`config.mk`:
```
export PLATFORM = sky130hd
export DESIGN_NAME = tls_record_deframer
export DESIGN_NICKNAME = d
export VERILOG_FILES = /design/src/design/trd_pkg.sv /design/src/design/trd_cfg.sv /design/src/design/trd_parse.sv /design/src/design/trd_outbuf.sv /design/src/design/tls_record_deframer.sv
export SDC_FILE = /design/constraint.sdc
export NUM_CORES = 1
export LEC_CHECK = 0
export ABC_AREA = 1
export BUFFER_PORTS_ARGS = -buffer_cell sky130_fd_sc_hd__clkbuf_2
export CORE_UTILIZATION = 50
export DETAILED_ROUTE_END_ITERATION = 16
export PLACE_DENSITY = 0.84
export SLEW_MARGIN = 40
export SYNTH_ARGS = -nofsm -noshare
export SYNTH_HDL_FRONTEND = slang
export SYNTH_SLANG_ARGS = --single-unit
```
`constraint.sdc`:
```
create_clock -name clk -period 3.7 [get_ports clk]
set_input_delay 0 -clock clk [delete_from_list [all_inputs] [get_ports clk]]
set_output_delay 0 -clock clk [all_outputs]
set_load 0.02 [all_outputs]
```
`src/design/trd_pkg.sv`:
```
// trd_pkg: shared types and constants for the tls record deframer
// used by trd_cfg, trd_parse, trd_outbuf and tls_record_deframer
package trd_pkg;

  localparam logic [7:0]  TYPE_LOW       = 8'd19;
  localparam logic [7:0]  TYPE_HIGH      = 8'd27;
  localparam logic [15:0] MAX_LEN_RESET  = 16'd16640;

  localparam logic [1:0]  ERR_NONE       = 2'd0;
  localparam logic [1:0]  ERR_UNEXPECTED = 2'd1;
  localparam logic [1:0]  ERR_OVERFLOW   = 2'd2;

  localparam int          CFG_AW         = 3;
  localparam logic        REG_MAX_LEN    = 1'b0;

  typedef struct packed {
    logic [7:0] record_type;
    logic [7:0] version_major;
    logic [7:0] version_minor;
    logic [7:0] payload_byte;
    logic       has_byte;
    logic       end_of_record;
    logic [1:0] error_code;
  } trd_result_t;

endpackage

```
`src/design/trd_cfg.sv`:
```
// trd_cfg: apb-style register file holding the maximum payload length
// depends on trd_pkg
module trd_cfg import trd_pkg::*; (
  input  logic              clk,
  input  logic              rst_n,
  input  logic              psel,
  input  logic              penable,
  input  logic              pwrite,
  input  logic [CFG_AW-1:0] paddr,
  input  logic [31:0]       pwdata,
  output logic [31:0]       prdata,
  output logic              pready,
  output logic [15:0]       max_len
);

  logic [15:0] max_len_r;
  logic        wr_en;

  // register index is the word address
  assign wr_en  = psel && penable && pwrite && (paddr[CFG_AW-1:2] == REG_MAX_LEN);
  assign pready = 1'b1;
  assign max_len = max_len_r;

  always_comb begin
    if (paddr[CFG_AW-1:2] == REG_MAX_LEN) begin
      prdata = {16'd0, max_len_r};
    end else begin
      prdata = 32'd0;
    end
  end

  always_ff @(posedge clk) begin
    if (!rst_n) begin
      max_len_r <= MAX_LEN_RESET;
    end else if (wr_en) begin
      max_len_r <= pwdata[15:0];
    end
  end

endmodule

```
`src/design/trd_parse.sv`:
```
// trd_parse: per-byte record header/payload state machine
// depends on trd_pkg; produces at most one result per accepted byte
module trd_parse import trd_pkg::*; (
  input  logic        clk,
  input  logic        rst_n,
  input  logic        accept,
  input  logic [7:0]  in_byte,
  input  logic [15:0] max_len,
  output logic        res_valid,
  output trd_result_t res
);

  localparam logic [1:0] PH_HEADER  = 2'd0;
  localparam logic [1:0] PH_PAYLOAD = 2'd1;
  localparam logic [1:0] PH_DEAD    = 2'd2;

  localparam logic [2:0] HDR_TYPE   = 3'd0;
  localparam logic [2:0] HDR_MAJOR  = 3'd1;
  localparam logic [2:0] HDR_MINOR  = 3'd2;
  localparam logic [2:0] HDR_LEN_HI = 3'd3;
  localparam logic [2:0] HDR_LEN_LO = 3'd4;

  logic [1:0]  phase_r,     phase_nxt;
  logic [2:0]  hdr_idx_r,   hdr_idx_nxt;
  logic [7:0]  type_r,      type_nxt;
  logic [7:0]  major_r,     major_nxt;
  logic [7:0]  minor_r,     minor_nxt;
  logic [7:0]  len_hi_r,    len_hi_nxt;
  logic [15:0] left_r,      left_nxt;
  logic [15:0] rec_len;

  assign rec_len = {len_hi_r, in_byte};

  always_comb begin
    phase_nxt   = phase_r;
    hdr_idx_nxt = hdr_idx_r;
    type_nxt    = type_r;
    major_nxt   = major_r;
    minor_nxt   = minor_r;
    len_hi_nxt  = len_hi_r;
    left_nxt    = left_r;
    res_valid   = 1'b0;
    res.record_type   = type_r;
    res.version_major = major_r;
    res.version_minor = minor_r;
    res.payload_byte  = 8'd0;
    res.has_byte      = 1'b0;
    res.end_of_record = 1'b0;
    res.error_code    = ERR_NONE;

    unique case (phase_r)
      PH_PAYLOAD: begin
        res_valid         = 1'b1;
        res.payload_byte  = in_byte;
        res.has_byte      = 1'b1;
        left_nxt          = left_r - 16'd1;
        if (left_r == 16'd1) begin
          res.end_of_record = 1'b1;
          phase_nxt         = PH_HEADER;
          hdr_idx_nxt       = HDR_TYPE;
        end
      end
      PH_HEADER: begin
        unique case (hdr_idx_r)
          HDR_TYPE: begin
            if ((in_byte < TYPE_LOW) || (in_byte > TYPE_HIGH)) begin
              res_valid         = 1'b1;
              res.record_type   = in_byte;
              res.version_major = 8'd0;
              res.version_minor = 8'd0;
              res.error_code    = ERR_UNEXPECTED;
              phase_nxt         = PH_DEAD;
            end else begin
              type_nxt    = in_byte;
              hdr_idx_nxt = HDR_MAJOR;
            end
          end
          HDR_MAJOR: begin
            major_nxt   = in_byte;
            hdr_idx_nxt = HDR_MINOR;
          end
          HDR_MINOR: begin
            minor_nxt   = in_byte;
            hdr_idx_nxt = HDR_LEN_HI;
          end
          HDR_LEN_HI: begin
            len_hi_nxt  = in_byte;
            hdr_idx_nxt = HDR_LEN_LO;
          end
          default: begin
            // low length byte completes the header
            hdr_idx_nxt = HDR_TYPE;
            if (rec_len > max_len) begin
              res_valid      = 1'b1;
              res.error_code = ERR_OVERFLOW;
              phase_nxt      = PH_DEAD;
            end else if (rec_len == 16'd0) begin
              res_valid         = 1'b1;
              res.end_of_record = 1'b1;
            end else begin
              left_nxt  = rec_len;
              phase_nxt = PH_PAYLOAD;
            end
          end
        endcase
      end
      default: begin
        // dead: swallow everything until reset
      end
    endcase
  end

  always_ff @(posedge clk) begin
    if (!rst_n) begin
      phase_r   <= PH_HEADER;
      hdr_idx_r <= HDR_TYPE;
      type_r    <= 8'd0;
      major_r   <= 8'd0;
      minor_r   <= 8'd0;
      len_hi_r  <= 8'd0;
      left_r    <= 16'd0;
    end else if (accept) begin
      phase_r   <= phase_nxt;
      hdr_idx_r <= hdr_idx_nxt;
      type_r    <= type_nxt;
      major_r   <= major_nxt;
      minor_r   <= minor_nxt;
      len_hi_r  <= len_hi_nxt;
      left_r    <= left_nxt;
    end
  end

endmodule

```
`src/design/trd_outbuf.sv`:
```
// trd_outbuf: result register with a skid stage behind it
// depends on trd_pkg; full skid stage holds off the input side
module trd_outbuf import trd_pkg::*; (
  input  logic        clk,
  input  logic        rst_n,
  input  logic        push,
  input  trd_result_t push_data,
  output logic        full,
  output logic        out_valid,
  input  logic        out_stall,
  output trd_result_t out_data
);

  logic        main_vld_r;
  logic        skid_vld_r;
  trd_result_t main_r;
  trd_result_t skid_r;
  logic        pop;

  assign pop       = main_vld_r && !out_stall;
  assign full      = skid_vld_r;
  assign out_valid = main_vld_r;
  assign out_data  = main_r;

  // push only happens while the skid stage is empty
  always_ff @(posedge clk) begin
    if (!rst_n) begin
      main_vld_r <= 1'b0;
      skid_vld_r <= 1'b0;
    end else if (push) begin
      if (!main_vld_r || pop) begin
        main_vld_r <= 1'b1;
      end else begin
        skid_vld_r <= 1'b1;
      end
    end else if (pop) begin
      main_vld_r <= skid_vld_r;
      skid_vld_r <= 1'b0;
    end
  end

  always_ff @(posedge clk) begin
    if (push) begin
      if (!main_vld_r || pop) begin
        main_r <= push_data;
      end else begin
        skid_r <= push_data;
      end
    end else if (pop && skid_vld_r) begin
      main_r <= skid_r;
    end
  end

endmodule

```
`src/design/tls_record_deframer.sv`:
```
// tls_record_deframer: splits a received byte stream into records
// depends on trd_pkg, trd_cfg, trd_parse and trd_outbuf
//
// usage:
//   input channel: one stream byte per transaction on in_byte, handshake
//   in_valid / in_stall. result channel: header fields plus at most one
//   payload byte per transaction, handshake out_valid / out_stall.
//   register 0 (byte address 0) holds max_payload_length, reset 16640,
//   reachable through the apb-style port with pready tied high.
// timing:
//   one byte is taken every cycle while in_stall is low; the byte is parsed
//   in the cycle it is taken, and any result is registered in trd_outbuf.
//   header bytes give no result except on an error or an empty record.
// stall:
//   while out_stall is high the result register holds and one further
//   result goes into a skid stage; once that is full in_stall rises until
//   the receiver drains it, so nothing is lost or repeated.
// reset:
//   rst_n low clears the parser to expect a header and empties both output
//   stages. after an error result the block drops all input until reset.
module tls_record_deframer import trd_pkg::*; (
  input  logic              clk,
  input  logic              rst_n,
  input  logic              in_valid,
  output logic              in_stall,
  input  logic [7:0]        in_byte,
  output logic              out_valid,
  input  logic              out_stall,
  output logic [7:0]        out_record_type,
  output logic [7:0]        out_version_major,
  output logic [7:0]        out_version_minor,
  output logic [7:0]        out_payload_byte,
  output logic              out_has_byte,
  output logic              out_end_of_record,
  output logic [1:0]        out_error_code,
  input  logic              psel,
  input  logic              penable,
  input  logic              pwrite,
  input  logic [CFG_AW-1:0] paddr,
  input  logic [31:0]       pwdata,
  output logic [31:0]       prdata,
  output logic              pready
);

  logic        accept;
  logic        res_valid;
  logic        buf_full;
  logic [15:0] max_len;
  trd_result_t res;
  trd_result_t out_data;

  assign in_stall = buf_full;
  assign accept   = in_valid && !buf_full;

  trd_cfg u_cfg (
    .clk     (clk),
    .rst_n   (rst_n),
    .psel    (psel),
    .penable (penable),
    .pwrite  (pwrite),
    .paddr   (paddr),
    .pwdata  (pwdata),
    .prdata  (prdata),
    .pready  (pready),
    .max_len (max_len)
  );

  trd_parse u_parse (
    .clk       (clk),
    .rst_n     (rst_n),
    .accept    (accept),
    .in_byte   (in_byte),
    .max_len   (max_len),
    .res_valid (res_valid),
    .res       (res)
  );

  trd_outbuf u_outbuf (
    .clk       (clk),
    .rst_n     (rst_n),
    .push      (accept && res_valid),
    .push_data (res),
    .full      (buf_full),
    .out_valid (out_valid),
    .out_stall (out_stall),
    .out_data  (out_data)
  );

  assign out_record_type   = out_data.record_type;
  assign out_version_major = out_data.version_major;
  assign out_version_minor = out_data.version_minor;
  assign out_payload_byte  = out_data.payload_byte;
  assign out_has_byte      = out_data.has_byte;
  assign out_end_of_record = out_data.end_of_record;
  assign out_error_code    = out_data.error_code;

endmodule
```
==> impl_metrics.yaml <==
place:
  dp_hpwl_um: 9831
  place_congestion: 0.8619
  place_ws_ns: 0.7160
  port_buffers: 85
timing:
  fmax_mhz: 337.0
  slew_viol_final: 0
  clock_skew_ns: 0.007440
  hold_viol_final: 0
  hold_ws_ns: 0.02136
  fin_crit_sh_pct: 80.21
  tightest_slew_ns: 0.7344
  final.min_clock_period_ns: 2.968
  setup_ws_ns: 0.7324
  relSlewSlack_pct: 50.67
  setup_violations: 0
  setup_tns_ns: 0
  rsz0062_at_grt: "false"
yosys:
  synth.yosys.seq_area_share_pct: 52.87
  avgSynthCellArea_um2: 8.306
  yosysUniqueCellTypes: 35
  yosysWarnings: 0
  ys_ff_latch: 143
  mappedNetlistArea_um2: 6778
  netlist_instances: 816
floorplanning:
  fp.dieArea_um2: 14030
  die_w_um: 118.4
  fp.dieH_um: 118.4
  start_util_pct: 51.18
  rows: 42
  core_area_um2: 13240
  pin_count: 121
grt:
  grt_pass1_vias: 5318
  grt_max_degree: 58
  grt.total_usage_pct: 22.90
  overflow: 0
  grt_first_pass_wirelength_um: 24960
  antenna_found_initial: 0
final_layout:
  nets: 979
  synthToLayoutAreaGrowth_pct: 17.98
  final_util_pct: 60.38
  drive_gt1_share_pct: 14.72
  fillers: 1144
  n_antenna_cell: 0
  multi_input_area_um2: 2600
  final_cell_mix: "nand2_1 (187), nor2_1 (97), inv_1 (87)"
  seq_area_um2: 3583
  final_common_cell: "nand2_1"
setup_path:
  cp-start-kind: "flip-flop"
  worstPathArrival_ns: 3.05
  crit_type: "reg -> reg"
  required_ns: 3.78
  cp_max_fo: 37
  crit_start: "u_cfg.max_len[15]"
  crit_path_end_kind: "flip-flop"
  r2r_start: "u_cfg.max_len[15]"
detailed_routing:
  routed-wl-met2_um: 7404
  ant_nets: 0
  wl_met3_um: 904
  top_layer: "met4"
  avgRoutedWirePerCell_um: 13.78
  wl_met1_um: 6548
  drt_iter0_markers: 528
  wirelength_um: 15160
  first_pass_iters: 11
  drc: 1
  vias: 5638
  routed_via_density: 5.125
cts:
  cts_tree: "yes"
  cts_buffer_depth: 2
  cts_made_buffers: 17
  clk_pin_slew_ns: 0.06
  cts-root-buf: "clkbuf_16"
  clock_latency_ns: 0.42
  cts.sinks: 143
  cts_max_level: 4
worst_hold_path:
  worstHoldStart: "in_byte[7]"
  worstHoldPathType: "in -> reg"
pwr:
  p_comb_share_pct: 38.5
  p_sw_mw: 2.529
  vdd_drop_max_mv: 0.4161
  seqPwrFrac_pct: 36.0
  p_sw_share_pct: 39.51
  leakage_nw: 3.476
  pwr-share-clk_pct: 25.6
  powerDensity_nw_per_um2: 800.4
  intPower_mw: 3.872
outcome:
  violations: "design-rule violations"
  outcome: "complete, but fails checks"
job:
  drv_cap: 0
[Yosys cell counts]
cell type / instances / share of area, %
a211oi_1: 1 / 0.11
a21o_1: 1 / 0.11
a21oi_1: 82 / 6.1
a21oi_2: 2 / 0.26
and3_1: 1 / 0.092
buf_2: 11 / 0.81
buf_4: 20 / 2.2
buf_6: 3 / 0.50
clkbuf_1: 15 / 0.83
clkinv_1: 2 / 0.11
conb_1: 2 / 0.11
dfxtp_1: 71 / 21
edfxtp_1: 72 / 32
ha_1: 18 / 3.3
inv_1: 87 / 4.8
inv_2: 6 / 0.33
inv_4: 1 / 0.092
nand2_1: 187 / 10
nand2_2: 3 / 0.28
nand2_4: 2 / 0.33
nand3_1: 32 / 2.4
nand4_1: 9 / 0.83
nor2_1: 97 / 5.4
nor2_2: 3 / 0.28
nor2_4: 2 / 0.33
nor3_1: 8 / 0.59
nor4_4: 1 / 0.31
o211ai_1: 2 / 0.22
o21ai_0: 58 / 4.3
o21ai_1: 4 / 0.30
o22ai_1: 4 / 0.37
o31ai_1: 1 / 0.11
or3b_2: 1 / 0.13
xnor2_1: 1 / 0.13
xor2_1: 6 / 0.78
[layout make-up]
class | instances | area share (%)
timing repair buffer | 110 | 8.293
clock inverter | 7 | 1.142
inverter | 96 | 4.538
tap | 176 | 2.754
sequential | 143 | 44.81
clock buffer | 25 | 5.946
multi-input combinational | 543 | 32.51
[stage by stage]
stage / cells / instance area, µm² / power [mW]
after floorplan: 831 / 6834 / 4.237
after global placement: 1048 / 7229 / 4.667
after detailed placement: 1048 / 7229 / 4.754
after CTS: 1100 / 7996 / 6.422
after global routing: 1100 / 7996 / 6.821
final: 1100 / 7996 / 6.400
[power by group through the flow]
| stage | combinational (mW) | clock, mW | sequential, mW |
|---|---|---|---|
| floorplan | 1.65 | 0 | 2.59 |
| global placement | 2.35 | 0 | 2.32 |
| detailed placement | 2.42 | 0 | 2.33 |
| CTS | 2.45 | 1.66 | 2.30 |
| global route | 2.77 | 1.72 | 2.33 |
| finish | 2.46 | 1.64 | 2.30 |
[critical path: stages, from the launching register on]
cell and delay, ns:
dfxtp_1 0.30, inv_1 0.06, ha_1 0.30, nand2_1 0.10
nor3_1 0.28, nand2_1 0.09, nand2_1 0.06, nand2_1 0.14
nand2_1 0.15, nand2_2 0.10, nand2_4 0.26, inv_4 0.22
a21oi_4 0.16, buf_4 0.38
[metal layers]
| metal | vias up | GRT usage (%) |
|---|---|---|
| met3 | 26 | 5.550 |
| met4 | 0 | 10.13 |
| met5 | - | 0 |
| met1 | 2594 | 27.69 |
| li1 | 2817 | - |
| met2 | 201 | 38.75 |
[state kept, by name (all words and copies together), names as in the netlist]
signal,count
u_outbuf.out_data,36
u_outbuf.skid_r,36
u_cfg.max_len,16
u_parse.left_r,16
u_parse.len_hi_r,8
u_parse.major_r,8
u_parse.minor_r,8
u_parse.type_r,8
u_parse.hdr_idx_r,3
u_parse.phase_r,2
u_outbuf.full,1
u_outbuf.out_valid,1
[path summary, 6_finish.rpt]
path / endpoint / slack (ns) / depth (start not counted)
setup / recovery: u_outbuf.out_data[23] / 0.73 / 13
hold / removal: u_parse.minor_r[7] / 0.02 / 3
setup reg to reg: u_outbuf.out_data[23] / 0.73 / 13
hold reg to reg: u_parse.type_r[5] / 0.44 / 2
[repair_timing]
item | 4_1_cts | 5_1_grt
endpoints found under the hold margin | 23 | 0
setup endpoints to repair | 0 | 0
buffers inserted | 0 | 0
gates resized for setup | 0 | 0
hold buffers | 20 | 0
[cells by family after synthesis]
logic type                 Yosys count  share of synthesized area [%]
and+or+nand+nor                    346                          21.27
AOI/OAI and AO/OA                  155                          11.81
buffers and inverters              145                          9.710
DFF                                143                          52.87
adders and majority gates           18                          3.323
xor gates and xnor gates             7                         0.9046
other                                2                         0.1108
Power figures use the tool's default switching activity.
